[src/rtl/bscs_pkg.sv]
package bscs_pkg;

   localparam int MaxNodesDefault = 16;
   localparam int CoordW = 16;
   localparam int RadiusW = 17;
   localparam int DistW = 18;
   localparam int BoundW = 19;
   localparam int SqW = 36;
   localparam int RootSteps = 18;

   typedef enum logic [0:0] {
      OP_LOAD = 1'b0,
      OP_QUERY = 1'b1
   } opcode_type;

   typedef enum logic [1:0] {
      KIND_CLOSEST = 2'd0,
      KIND_CANDIDATE = 2'd1,
      KIND_EMPTY = 2'd2
   } kind_type;

   typedef enum logic [2:0] {
      ST_IDLE,
      ST_DIST,
      ST_ROOT,
      ST_REPORT,
      ST_SCAN,
      ST_EMIT
   } state_type;

   typedef struct packed {
      logic [0:0] opcode;
      logic [3:0] entry_index;
      logic signed [CoordW-1:0] pos_x;
      logic signed [CoordW-1:0] pos_y;
      logic signed [CoordW-1:0] pos_z;
      logic [RadiusW-1:0] sphere_radius;
   } req_type;

   typedef struct packed {
      logic [1:0] result_kind;
      logic [3:0] node_index;
      logic [BoundW-1:0] bound_distance;
      logic last;
   } rsp_type;

endpackage

[src/rtl/bscs_sqrt.sv]
// Bit-serial floor square root, one step per cycle.
module bscs_sqrt
   import bscs_pkg::*;
(
   input logic clock,
   input logic reset,
   input logic start,
   input logic [SqW-1:0] radicand,
   output logic done,
   output logic [DistW-1:0] root
);
   logic [SqW-1:0] rem_ff, rem_in;
   logic [SqW-1:0] res_ff, res_in;
   logic [SqW-1:0] bit_ff, bit_in;
   logic [4:0] step_ff, step_in;
   logic busy_ff, busy_in;
   logic [SqW-1:0] trial;

   assign trial = res_ff + bit_ff;

   // One root step per cycle while busy.
   always_comb begin
      rem_in = rem_ff;
      res_in = res_ff;
      bit_in = bit_ff;
      step_in = step_ff;
      busy_in = busy_ff;
      if (start) begin
         rem_in = radicand;
         res_in = '0;
         bit_in = SqW'(1) << (SqW - 2);
         step_in = '0;
         busy_in = 1'b1;
      end else if (busy_ff) begin
         if (rem_ff >= trial) begin
            rem_in = rem_ff - trial;
            res_in = (res_ff >> 1) + bit_ff;
         end else begin
            res_in = res_ff >> 1;
         end
         bit_in = bit_ff >> 2;
         step_in = step_ff + 5'd1;
         if (step_ff == 5'(RootSteps - 1)) begin
            busy_in = 1'b0;
         end
      end
   end

   always_ff @(posedge clock) begin
      rem_ff <= rem_in;
      res_ff <= res_in;
      bit_ff <= bit_in;
      step_ff <= step_in;
      if (reset) begin
         busy_ff <= 1'b0;
      end else begin
         busy_ff <= busy_in;
      end
   end

   assign done = busy_ff && (step_ff == 5'(RootSteps - 1));
   assign root = DistW'(res_in);
endmodule

[config.mk]
export PLATFORM = sky130hd
export DESIGN_NAME = bscs_sqrt
export DESIGN_NICKNAME = d
export VERILOG_FILES = /design/src/rtl/bscs_pkg.sv /design/src/rtl/bscs_sqrt.sv
export SDC_FILE = /design/constraint.sdc
export NUM_CORES = 1
export LEC_CHECK = 0
export ABC_AREA = 0
export BUFFER_PORTS_ARGS = -buffer_cell sky130_fd_sc_hd__buf_4
export CELL_PAD_IN_SITES_DETAIL_PLACEMENT = 0
export CELL_PAD_IN_SITES_GLOBAL_PLACEMENT = 1
export CORE_MARGIN = 4
export CORE_UTILIZATION = 40
export CTS_BUF_LIST = sky130_fd_sc_hd__clkbuf_16
export DETAILED_ROUTE_END_ITERATION = 8
export PLACE_DENSITY = 0.69
export SKIP_LAST_GASP = 1
export SLEW_MARGIN = 20
export SYNTH_ARGS = -nofsm -noshare
export SYNTH_HDL_FRONTEND = slang
export SYNTH_SLANG_ARGS = --single-unit
[constraint.sdc]
create_clock -name clock -period 18.3 [get_ports clock]
set_input_delay 3.66 -clock clock [delete_from_list [all_inputs] [get_ports clock]]
set_output_delay 3.66 -clock clock [all_outputs]
set_load 0.01 [all_outputs]
Word level (Yosys, flattened, before mapping) --
Index checks and enable logic that the tools add are counted.
Operators by class: reduce and logical (&&, ||, !) cells 4, $lt $le $gt $ge 1, equal/unequal tests 1, multiplexer cells 9, add/sub/neg operators 4
Operator list (number):
- $mux W36 | 4
- $add A35 B35 Y36 | 1
- $add A36 B35 Y36 | 1
- $ge A36 B36 Y1 | 1
- $mux W18 | 2
- $sub A36 B36 Y36 | 1
- $add A5 B1 Y5 const B | 1
- $eq A5 B5 Y1 const B | 1
- $reduce_bool A2 Y1 | 2
- $mux W1 | 3
- $reduce_and A2 Y1 | 1
- $logic_and A1 B1 Y1 | 1
Word-level totals: input bits 39, word-level logic and storage cells 25, register bits after elaboration 96

Logic depth before layout (Yosys ltp) --
Gate-level depths: netlist of the first run.
depth after elaboration 5, gate-level depth with buffers 21

Worst setup path before layout of the first run --
No wires, ideal clock.
path kind register -> output, start point register res_ff[0], end point output port root[11], required time 14.640 ns, setup slack 9.959 ns, stages on the path, launching flop included 21, buffers on the path 1, arrival 4.681 ns, cells stage by stage dfxtp_1 ha_1 ha_1 a21o_1 a31o_2 a221oi_1 o21ai_0 a31oi_1 nor2_1 o311ai_0 xor2_1 ha_1 a21o_1 a221oi_2 nor2b_2 a2111oi_4 o21ai_1 nor3_4 buf_2 o21ai_1 a311oi_1
On the way: longest elaborated chain between the ends 5
RTL lines:
- start: declaration | line bscs_sqrt.sv:13 | logic [SqW-1:0] res_ff, res_in;
- start signal: assignment | line bscs_sqrt.sv:51 | res_ff <= res_in;
- $add A36 B35 Y36 | line bscs_sqrt.sv:19 | assign trial = res_ff + bit_ff;
- $ge A36 B36 Y1 | line bscs_sqrt.sv:35 | if (rem_ff >= trial) begin
- $mux W36 | line bscs_sqrt.sv:35
- $mux W18 | line bscs_sqrt.sv:34 | end else if (busy_ff) begin
- $mux W18 | line bscs_sqrt.sv:28 | if (start) begin
- end: declaration | line bscs_sqrt.sv:10 | output logic [DistW-1:0] root
No other way between the ends.

Final worst setup path of the first run --
start point register res_ff[0], end point output port root[9]
Same word-level chain as after synthesis.

==> impl_metrics.toml, run 1 <==
[run_status]
outcome = "completed"

[power_and_ir_drop]
total_leakage_power_nw = 3.64
maximum_vdd_drop_uv = 60.3
design_power_total_mw = 1.17
power-per-cell-area_nw_per_um2 = 126

[die]
core_um2 = 20400
start_util = 0.411
floorplan.die.width_um = 153
floorplan.die.height_um = 153
fp.dieArea_um2 = 23400
floorplan.rows = 52
io_pins = 58

[sta]
rsz0062_at_grt = "no"
timing.final.hold_violations = 0
worstMarginPinSlew_ps = 1010
setup_viol_count_final = 0
final_min_period_over_clock_period = 0.541
fin_crit_ps = 9900
timing_max_transition_violations_final = 0
total_negative_setup_slacks_ps = 0
timing.fmax_mhz = 101
final.hold.worst_slack_ps = 517
skew_ps = 10.8
slew_headroom = 0.329

[placed_design]
dpl.hpwl_mm = 17.4
placer_congestion_estimate = 0.855
number_of_placed_instances_with_taps_included = 1294
post_dp_cell_area_um2 = 9040
port_buffers = 57

[yosys]
yosysUniqueCellTypes = 83
yosys_warnings = 0
synth-async-reset-ratio = 0
synth_area_leaders = "sky130_fd_sc_hd__dfxtp_1, sky130_fd_sc_hd__edfxtp_1, sky130_fd_sc_hd__ha_1"
number_of_instances_in_the_synthesized_netlist = 1008
synth_top_cell_by_area = "sky130_fd_sc_hd__dfxtp_1"
synthDominantCellAreaShare = 0.143
synth_edf_count = 36
syn-num-nets = 1124
post_synth_instance_area_um2 = 8400
dominantRegCellSynth = "sky130_fd_sc_hd__dfxtp_1"
ys_seq_area_frac = 0.272
post_synth.cell_area_avg_um2 = 8.34
yosys_register_bits = 96

[global_routing]
overflow = 0
first_global_vias = 7282
grt_use_met2 = 0.334
initial_antenna_violation_count = 0
grt_start_max_net_pins = 92
groute.layer.met1.usage = 0.265
grt.met3_usage = 0.0283
grt_usage = 0.197
grt.busiest_layer = "met2"
first_pass_grt_wire_length_mm = 38.3

[setup_path]
worstPathCellList = "ha_1 -> ha_1 -> a21o_1 -> a31o_2 -> a221oi_1 -> o21ai_0 -> a31oi_1 -> nor2_1 -> o311ai_0 -> xor2_1 -> ha_1 -> a21o_1 -> a221oi_2 -> nor2b_2 -> a2111oi_4 -> o21ai_1 -> nor3_4 -> o21ai_1 -> a311oi_1 -> buf_4"
critical_path.max_stage_delay_ps = 850
worstSetupEndpointType = "output port"
worst_path_dominant_cell_family = "compound AO/OA/AOI/OAI gates"
critical_path_required_ps = 14640
critical_path.max_fanout = 24
timing.critical_path.mode_cell = "sky130_fd_sc_hd__ha_1"
timing.setup.critical_path_class = "flip-flop to output port"
cp_num_buf_inv = 1
worstSetupStartpointType = "flip-flop"
slowest_stage = "sky130_fd_sc_hd__nor3_4"
crit_arrival_ps = 6240
rrSetupSlack_ps = 12430

[clock_tree]
max-clock-path-buffers = 2
worstSkewPairLatency_ps = 350
tritoncts = "done"
postCtsHoldBufs = 0
clock-root-buffer = "sky130_fd_sc_hd__clkbuf_16"
cts_post_setup_buffers_inserted = 0
cts.sinks = 96
tritoncts.num_buffers = 9
path_clk_slew_ps = 70
number_of_cells_upsized_or_downsized_after_cts = 0
htreeDepth = 3

[hold_path]
min-delay-path-class = "flip-flop to flip-flop"

[detailed_routing]
initialDrtViolationCount = 437
postRouteAntennaNets = 0
viasPerCell = 5.74
wl_mm = 23.2
via_count = 7523
routedWlPerCell_um = 17.7
drt-pass1-iter-count = 4
total_drc_errors_in_the_routed_layout = 0

[layout]
layout.cells.non_filler = 1310
design.final.nets = 1151
final_design_area_no_fill_um2 = 9340
post_route_cells_drive_above_1_share = 0.114
area_delta_synth_final_pct = 11.1
n_antenna_cell = 0
layout.filler_cells = 2119

[flow_run]
maxCapViolations = 0
## synthesized netlist by cell type, drive strengths merged (5+ instances only)
master,instances
o31ai,17
dfxtp,60
ha,76
o21ai,66
o21a,9
and3,6
edfxtp,36
o211ai,7
or2,9
and2,6
a31o,8
o21bai,10
a21oi,70
xor2,42
nor3,18
nand4,12
a311oi,6
nand2b,6
mux2i,30
a221oi,5
nor2b,12
or3,6
o22ai,6
xnor2,37
a21o,26
mux2,6
a31oi,32
buf,11
o311ai,9
nand3,19
a211oi,30
nand2,103
clkbuf,35
nor2,91
and4,6
inv,24
## area by class of cell
class / count / area [um2] / area share
Multi-Input combinational cell: 841 / 5860 / 0.627
Sequential cell: 96 / 2290 / 0.245
Timing Repair Buffer: 62 / 465 / 0.0499
Tap cell: 270 / 338 / 0.0362
Clock buffer: 10 / 250 / 0.0268
Inverter: 25 / 93.8 / 0.0101
Clock inverter: 6 / 46.3 / 0.00496
## worst register-to-register path, cell delays in order (launching register included)
cell                        delay [ps]
sky130_fd_sc_hd__dfxtp_1           320
sky130_fd_sc_hd__ha_1              200
sky130_fd_sc_hd__ha_1              200
sky130_fd_sc_hd__a21o_1            190
sky130_fd_sc_hd__a31o_2            260
sky130_fd_sc_hd__a221oi_1          370
sky130_fd_sc_hd__o21ai_0           170
sky130_fd_sc_hd__a31oi_1           250
sky130_fd_sc_hd__nor2_1            100
sky130_fd_sc_hd__o311ai_0          380
sky130_fd_sc_hd__xor2_1            190
sky130_fd_sc_hd__ha_1              300
sky130_fd_sc_hd__a21o_1            220
sky130_fd_sc_hd__a221oi_2          330
sky130_fd_sc_hd__nor2b_2            90
sky130_fd_sc_hd__a2111oi_4         370
sky130_fd_sc_hd__o21ai_1           340
sky130_fd_sc_hd__nor3_4            850
sky130_fd_sc_hd__o21ai_4            50
sky130_fd_sc_hd__buf_4             300
## sequential cells by signal, summed over array words and instances, names as in the netlist
| register | flops |
|---|---|
| bit_ff | 18 |
| busy_ff | 1 |
| rem_ff | 36 |
| res_ff | 36 |
| step_ff | 5 |
## cell usage in the layout, fill, tap and decap left out, types with 7 or more instances in the layout
cell and n:
sky130_fd_sc_hd__o211ai_1 7, sky130_fd_sc_hd__nand4_1 12, sky130_fd_sc_hd__nor2b_1 11, sky130_fd_sc_hd__xor2_1 42
sky130_fd_sc_hd__clkbuf_16 10, sky130_fd_sc_hd__o311ai_0 9, sky130_fd_sc_hd__xnor2_1 37, sky130_fd_sc_hd__a21oi_1 70
sky130_fd_sc_hd__dfxtp_1 59, sky130_fd_sc_hd__buf_4 62, sky130_fd_sc_hd__inv_1 24, sky130_fd_sc_hd__ha_1 76
sky130_fd_sc_hd__mux2i_1 30, sky130_fd_sc_hd__a21o_1 25, sky130_fd_sc_hd__nor2_1 91, sky130_fd_sc_hd__a31o_2 8
sky130_fd_sc_hd__nand3_1 18, sky130_fd_sc_hd__o21a_1 8, sky130_fd_sc_hd__nor3_1 17, sky130_fd_sc_hd__nand2_1 103
sky130_fd_sc_hd__or2_2 9, sky130_fd_sc_hd__o21bai_1 10, sky130_fd_sc_hd__o31ai_1 16, sky130_fd_sc_hd__a31oi_1 32
sky130_fd_sc_hd__edfxtp_1 36, sky130_fd_sc_hd__a211oi_1 30, sky130_fd_sc_hd__o21ai_0 61
## metal layers
layer	part of all wire	wire, um
met5	0	0
met4	0.012	290
met3	0.027	625
met2	0.48	11200
met1	0.48	11100
## path summary, 6_finish.rpt
kind | start | to | depth (start not counted)
worst min-delay path | res_ff[0]$_DFF_P_ | res_ff[0]$_DFF_P_ | 2
worst min register to register | res_ff[0]$_DFF_P_ | res_ff[0]$_DFF_P_ | 2
worst max-delay path | res_ff[0]$_DFF_P_ | root[9] | 20
worst max register to register | res_ff[0]$_DFF_P_ | rem_ff[34]$_DFFE_PP_ | 19
## power breakdown
part	switching [mW]	internal [mW]	leakage, nW
clock	0.0933	0.103	0.148
sequential	0.0360	0.283	0.852
combinational	0.395	0.264	2.64
total	0.525	0.649	3.64
## per-stage QoR
stage | util | worst slack [ps]
after floorplan | - | 9960
after global placement | 0.442 | 8850
after detailed placement | 0.442 | 8790
after CTS | 0.457 | 8370
after global routing | 0.457 | 7780
final | 0.457 | 8400
## kinds of logic after synthesis
logic type      synth area share
compound gates             0.278
simple gates               0.175
flops                      0.272
xor+xnor                  0.0823
fa+ha+maj                  0.116
buf+inv                   0.0331
mux                       0.0438
(Power assumes the default switching activity.)
==> run 2, diff against run 1 <==
--- a/config.mk
+++ b/config.mk
@@ -5,7 +5,7 @@
 export SDC_FILE = /design/constraint.sdc
 export NUM_CORES = 1
 export LEC_CHECK = 0
-export ABC_AREA = 0
+export ABC_AREA = 1
 export BUFFER_PORTS_ARGS = -buffer_cell sky130_fd_sc_hd__buf_4
 export CELL_PAD_IN_SITES_DETAIL_PLACEMENT = 0
 export CELL_PAD_IN_SITES_GLOBAL_PLACEMENT = 1
@@ -13,7 +13,7 @@
 export CORE_UTILIZATION = 40
 export CTS_BUF_LIST = sky130_fd_sc_hd__clkbuf_16
 export DETAILED_ROUTE_END_ITERATION = 8
-export PLACE_DENSITY = 0.69
+export PLACE_DENSITY = 0.73
 export SKIP_LAST_GASP = 1
 export SLEW_MARGIN = 20
 export SYNTH_ARGS = -nofsm -noshare
==> constraint.sdc (replaced) <==
create_clock -name clock -period 9.95 [get_ports clock]
set_input_delay 1.99 -clock clock [delete_from_list [all_inputs] [get_ports clock]]
set_output_delay 1.99 -clock clock [all_outputs]
set_load 0.01 [all_outputs]
==> run 2 against run 1 <==
Worst hold slack improved by 23 ps. Clock-buffer cell count decreased by 1. Wire length increased by 41%. Critical path depth increased by 6. Clock skew increased by 5.7 ps. Die area increased by 18%. Clock power increased by 90%. Sequential power increased by 100%. Design area increased by 17%. Power increased by 130%. Final cell count increased by 53%. Critical path type unchanged. Largest power group unchanged.
==> impl_metrics.toml, run 2 <==
[layout]
post_route_cells_drive_above_1_share = 0.0647
layout.cells.most_common = "sky130_fd_sc_hd__nand2_1"
largestRegisters = "rem_ff x36, res_ff x36, bit_ff x18"
layout_common_cells = "sky130_fd_sc_hd__nand2_1, sky130_fd_sc_hd__inv_1, sky130_fd_sc_hd__nor2_1, sky130_fd_sc_hd__nand3_1, sky130_fd_sc_hd__a21oi_1"
layout.cells.non_filler = 2008
area_delta_synth_final_pct = 9.58
n_antenna_cell = 0
design.final.nets = 1795

[clock_tree]
cts_post_setup_buffers_inserted = 0
path_clk_slew_ps = 90
max-clock-path-buffers = 2
worstSkewPairLatency_ps = 360
htreeDepth = 3
postCtsHoldBufs = 0
cts.sinks = 96
clock-root-buffer = "sky130_fd_sc_hd__clkbuf_16"
number_of_cells_upsized_or_downsized_after_cts = 0
tritoncts.num_buffers = 9
tritoncts = "done"

[placed_design]
dpl.hpwl_mm = 26.2
placer_congestion_estimate = 0.919
number_of_placed_instances_with_taps_included = 1992
placement.setup.worst_slack_ps = 3550
port_buffers = 57

[die]
io_pins = 58
start_util = 0.408
floorplan.die.width_um = 166
fp.dieArea_um2 = 27500
core_um2 = 24500
floorplan.rows = 57
floorplan.die.height_um = 166

[yosys]
synth_top_cells_by_count = "sky130_fd_sc_hd__nand2_1, sky130_fd_sc_hd__inv_1, sky130_fd_sc_hd__nor2_1"
dominantRegCellSynth = "sky130_fd_sc_hd__dfxtp_1"
yosys_register_bits = 96
synth_most_common_cell = "sky130_fd_sc_hd__nand2_1"
synthDominantCellAreaShare = 0.201
synth_edf_count = 36
ys_seq_area_frac = 0.229
post_synth_instance_area_um2 = 9980
synth_area_leaders = "sky130_fd_sc_hd__nand2_1, sky130_fd_sc_hd__dfxtp_1, sky130_fd_sc_hd__edfxtp_1"
yosys_warnings = 0
post_synth.cell_area_avg_um2 = 6.04
syn-num-nets = 1767
yosysUniqueCellTypes = 47
number_of_instances_in_the_synthesized_netlist = 1651
synth-async-reset-ratio = 0
synth_top_cell_by_area = "sky130_fd_sc_hd__nand2_1"

[sta]
fin_crit_ps = 6810
setup_viol_count_final = 0
skew_ps = 16.5
timing.fmax_mhz = 147
post-route-worst-setup-slack_ps = 3140
worstMarginPinSlew_ps = 738
rsz0062_at_grt = "no"
timing.final.hold_violations = 0
total_negative_setup_slacks_ps = 0
timing_max_transition_violations_final = 0
final_min_period_over_clock_period = 0.684
slew_headroom = 0.508

[power_and_ir_drop]
maximum_vdd_drop_uv = 111
total_leakage_power_nw = 4.99
design_power_total_mw = 2.67
power-per-cell-area_nw_per_um2 = 245

[setup_path]
slowest_stage = "sky130_fd_sc_hd__dfxtp_1"
crit_arrival_ps = 4820
critical_path.max_stage_delay_ps = 540
timing.critical_path.mode_cell = "sky130_fd_sc_hd__nand2_1"
worst_flop_to_flop_path_endpoint = "rem_ff[11]$_DFFE_PP_"
timing.setup.critical_path_class = "flip-flop to output port"
worstSetupEndpointType = "output port"
cp_num_buf_inv = 5
worstSetupStartpointType = "flip-flop"
rrSetupSlack_ps = 5090
timing.rr.start = "res_ff[4]$_DFF_P_"
critical_path_required_ps = 7960
rr_worst_depth = 20
critical_path.max_fanout = 51
worst_path_dominant_cell_family = "simple AND/OR/NAND/NOR gates"

[global_routing]
initial_antenna_violation_count = 0
first_global_vias = 9870
grt_use_met2 = 0.380
first_pass_grt_wire_length_mm = 53.2
grt.met3_usage = 0.0309
overflow = 0
grt_usage = 0.234
grt_start_max_net_pins = 75
groute.layer.met1.usage = 0.339
grt.busiest_layer = "met2"

[detailed_routing]
drt-pass1-iter-count = 5
via_count = 10400
routedWlPerCell_um = 16.4
total_drc_errors_in_the_routed_layout = 0
initialDrtViolationCount = 734
postRouteAntennaNets = 0
wl_mm = 32.8
viasPerCell = 5.17

[flow_run]
maxCapViolations = 0

[hold_path]
min_path_cells = 2
min_to = "step_ff[4]$_SDFFE_PP0P_"
hp-start = "step_ff[4]$_SDFFE_PP0P_"
min-delay-path-class = "flip-flop to flip-flop"

[run_status]
outcome = "completed"
## run 2: changes by cell type in the layout (fill, tap and decap cells not counted), sizes merged, moves of 14 or more
| cell | previous run | this run |
|---|---|---|
| nand3 | 19 | 125 |
| nand3b | 0 | 14 |
| a21o | 26 | 6 |
| inv | 28 | 191 |
| mux2i | 30 | 0 |
| o21ai | 66 | 105 |
| a211oi | 30 | 0 |
| xor2 | 42 | 25 |
| nand2 | 103 | 539 |
| nor2 | 91 | 189 |
| a21oi | 70 | 111 |
| o31ai | 17 | 1 |
| a31oi | 32 | 7 |
## run 2: power by group
group | leakage, nW | total [mW] | internal [mW] | switching [mW]
Clock | 0.151 | 0.373 | 0.182 | 0.191
Sequential | 0.855 | 0.650 | 0.539 | 0.111
Combinational | 3.98 | 1.65 | 0.588 | 1.06
## run 2: final cells by class
cell class	count	area (um2)
clock buffers	9	225
clock inverters	7	86.3
fillers	2738	13500
inverters	189	709
multi-input cells	1321	6760
flip-flops and latches	96	2280
well taps	324	405
repair buffers	62	465
## run 2: worst reg2reg max path: cells and delay by family, from the launching register on
kind                     cells  cell delay [ps]
XOR/XNOR                     1              170
AO/OA/AOI/OAI                4              970
AND/OR/NAND/NOR             11             1550
buffers and inverters        2              540
flip-flops                   1              540
adder cells (fa/ha/maj)      2              710
## run 2: cell families (layout without fill, tap and decap cells)
family,Yosys count,in the layout,synth area share
and+or+nand+nor,935,935,0.394
xor gates and xnor gates,58,58,0.0509
AOI/OAI and AO/OA,251,251,0.135
adders and majority gates,77,77,0.0973
buffers and inverters,234,267,0.0939
DFF,96,96,0.229
## run 2: metrics by stage
stage,area [um2],hold slack (ps),utilization
floorplan,9980,461,-
global placement,10600,516,0.434
detailed placement,10600,524,0.434
CTS,10900,540,0.447
global route,10900,571,0.447
finish,10900,540,0.447
## run 2: worst max-delay path by stage
stage	start	to	cells past startpoint
CTS	res_ff[4]$_DFF_P_	root[14]	26
floorplan	res_ff[4]$_DFF_P_	root[1]	24
global route	res_ff[4]$_DFF_P_	root[14]	26
global placement	res_ff[4]$_DFF_P_	root[14]	26
detailed placement	res_ff[4]$_DFF_P_	root[14]	26
finish	res_ff[4]$_DFF_P_	root[14]	26
## run 2: per-layer routing
| layer | part of all wire | wire [um] |
|---|---|---|
| met3 | 0.047 | 1540 |
| met4 | 0.014 | 446 |
| met2 | 0.45 | 14600 |
| met1 | 0.49 | 16200 |
| met5 | 0 | 0 |
==> run 3, diff against run 2 <==
--- a/config.mk
+++ b/config.mk
@@ -13,7 +13,7 @@
 export CORE_UTILIZATION = 40
 export CTS_BUF_LIST = sky130_fd_sc_hd__clkbuf_16
 export DETAILED_ROUTE_END_ITERATION = 8
-export PLACE_DENSITY = 0.73
+export PLACE_DENSITY = 0.76
 export SKIP_LAST_GASP = 1
 export SLEW_MARGIN = 20
 export SYNTH_ARGS = -nofsm -noshare
==> constraint.sdc (replaced) <==
create_clock -name clock -period 5.8 [get_ports clock]
set_input_delay 1.16 -clock clock [delete_from_list [all_inputs] [get_ports clock]]
set_output_delay 1.16 -clock clock [all_outputs]
set_load 0.01 [all_outputs]
==> run 3 against run 2 <==
Worst setup slack got worse by 2800 ps. Combinational power increased by 80%. Final cell count increased by 0.85%. Via count increased by 2.0%. Sequential power increased by 66%. Die area unchanged. Largest cell class unchanged. Clock skew increased by 3.3 ps. Design area increased by 1.8%. First-iteration DRC count increased by 8.4%. Register-to-register slack got worse by 4200 ps. Global-route usage increased by 0.22 points.
==> impl_metrics.toml, run 3 (same netlist as run 2, synthesis figures left out) <==
[power_and_ir_drop]
power-per-cell-area_nw_per_um2 = 425
maximum_vdd_drop_uv = 177
total_leakage_power_nw = 5.08

[layout]
layout_common_cells = "sky130_fd_sc_hd__nand2_1, sky130_fd_sc_hd__inv_1, sky130_fd_sc_hd__nor2_1, sky130_fd_sc_hd__nand3_1, sky130_fd_sc_hd__a21oi_1"
n_antenna_cell = 0
layout.cells.most_common = "sky130_fd_sc_hd__nand2_1"
final_design_area_no_fill_um2 = 11100
design.final.nets = 1812
post_route_cells_drive_above_1_share = 0.0829
area_delta_synth_final_pct = 11.5
final_core_util = 0.455
largestRegisters = "rem_ff x36, res_ff x36, bit_ff x18"

[setup_path]
timing.critical_path.mode_cell = "sky130_fd_sc_hd__nand2_1"
worstSetupStartpointType = "flip-flop"
worst_path_dominant_cell_family = "simple AND/OR/NAND/NOR gates"
rrSetupSlack_ps = 910
crit_arrival_ps = 4310
worst_flop_to_flop_path_endpoint = "rem_ff[4]$_DFFE_PP_"
critical_path.max_fanout = 17
crit_cells = 27
critical_path.max_stage_delay_ps = 360
worstSetupEndpointType = "output port"
rr_worst_depth = 25
critical_path_required_ps = 4640
cp_num_buf_inv = 4
timing.rr.start = "bit_ff[0]$_SDFFE_PP0P_"
slowest_stage = "sky130_fd_sc_hd__dfxtp_1"
timing.setup.critical_path_class = "flip-flop to output port"

[global_routing]
first_global_vias = 9817
first_pass_grt_wire_length_mm = 53.0
initial_antenna_violation_count = 0
grt_start_max_net_pins = 75
grt_usage = 0.236
overflow = 0

[sta]
fin_crit_ps = 5470
final.hold.worst_slack_ps = 535
worstMarginPinSlew_ps = 762
final_min_period_over_clock_period = 0.943
total_negative_setup_slacks_ps = 0
setup_viol_count_final = 0
skew_ps = 19.8
timing.fmax_mhz = 183
timing.final.hold_violations = 0
rsz0062_at_grt = "no"
timing_max_transition_violations_final = 0
slew_headroom = 0.492

[detailed_routing]
initialDrtViolationCount = 796
wl_mm = 33.7
total_drc_errors_in_the_routed_layout = 0
viasPerCell = 5.23
drt-pass1-iter-count = 5
via_count = 10600
routedWlPerCell_um = 16.7
postRouteAntennaNets = 0

[clock_tree]
postCtsHoldBufs = 0
clock-root-buffer = "sky130_fd_sc_hd__clkbuf_16"
htreeDepth = 3
cts.sinks = 96
tritoncts = "done"
worstSkewPairLatency_ps = 370
path_clk_slew_ps = 80
number_of_cells_upsized_or_downsized_after_cts = 0
tritoncts.num_buffers = 9
max-clock-path-buffers = 2
cts_post_setup_buffers_inserted = 0

[die]
floorplan.rows = 57
start_util = 0.408
core_um2 = 24500
floorplan.die.height_um = 166
io_pins = 58
floorplan.die.width_um = 166
fp.dieArea_um2 = 27500

[hold_path]
hp-start = "bit_ff[10]$_SDFFE_PP0P_"
min_path_cells = 2
min_to = "bit_ff[8]$_SDFFE_PP0P_"
min-delay-path-class = "flip-flop to flip-flop"

[run_status]
outcome = "completed"

[placed_design]
post_dp_cell_area_um2 = 10700
dpl.hpwl_mm = 26.4
port_buffers = 57
placer_congestion_estimate = 0.913

[flow_run]
maxCapViolations = 0
-- run 3: cell types whose count changed in the layout (fill, tap and decap cells not counted), moves of 3 or more --
cell	previous run	this run
sky130_fd_sc_hd__nand2_1	534	531
sky130_fd_sc_hd__nand2_2	2	5
sky130_fd_sc_hd__dfxtp_2	1	5
sky130_fd_sc_hd__buf_4	62	78
sky130_fd_sc_hd__dfxtp_1	59	55
sky130_fd_sc_hd__o21ai_0	89	86
sky130_fd_sc_hd__ha_1	76	73
-- run 3: worst reg2reg max path, delay by kind of cell, from the launching register on --
kind | cells | cell delay [ps]
and+or+nand+nor | 17 | 2140
adders and majority gates | 3 | 840
DFF | 1 | 360
xor gates and xnor gates | 1 | 80
AOI/OAI and AO/OA | 1 | 220
buffers and inverters | 3 | 850
-- run 3: report_power, final --
group	switching, mW	internal, mW
clock network	0.312	0.367
registers	0.158	0.926
logic	1.91	1.06
total	2.38	2.35
-- run 3: cell type report --
type                       count  area [um2]
clock inverter                 6        70.1
multi-input combinational   1322        6820
inverter                     189         709
clock buffer                  10         250
fill                        2727       13300
sequential                    96        2290
tap                          324         405
timing repair buffer          78         586
-- run 3: worst max path at each step --
stage / from / endpoint / slack, ps
2_1_floorplan: res_ff[4]$_DFF_P_ / root[1] / 1270
3_5_place_dp: res_ff[2]$_DFF_P_ / root[14] / 530
3_3_place_gp: res_ff[2]$_DFF_P_ / root[17] / 480
6_report: bit_ff[0]$_SDFFE_PP0P_ / root[14] / 330
5_1_grt: bit_ff[0]$_SDFFE_PP0P_ / root[17] / 3
4_1_cts: res_ff[2]$_DFF_P_ / root[14] / 120
-- run 3: layer usage --
layer  up-vias  share of wire  track usage
met5         -              0            0
met4         0          0.014       0.0495
met3        25          0.053       0.0259
met2       279           0.45        0.388
met1      4837           0.48        0.338
li1       5458              -            -
-- run 3: metrics by stage --
step	total power, mW	std cells	setup WS [ps]
finish	4.73	2025	333
global route	5.19	2025	2.55
CTS	4.68	2024	124
detailed placement	3.99	2008	527
global placement	3.99	2008	481
floorplan	3.28	1651	1270
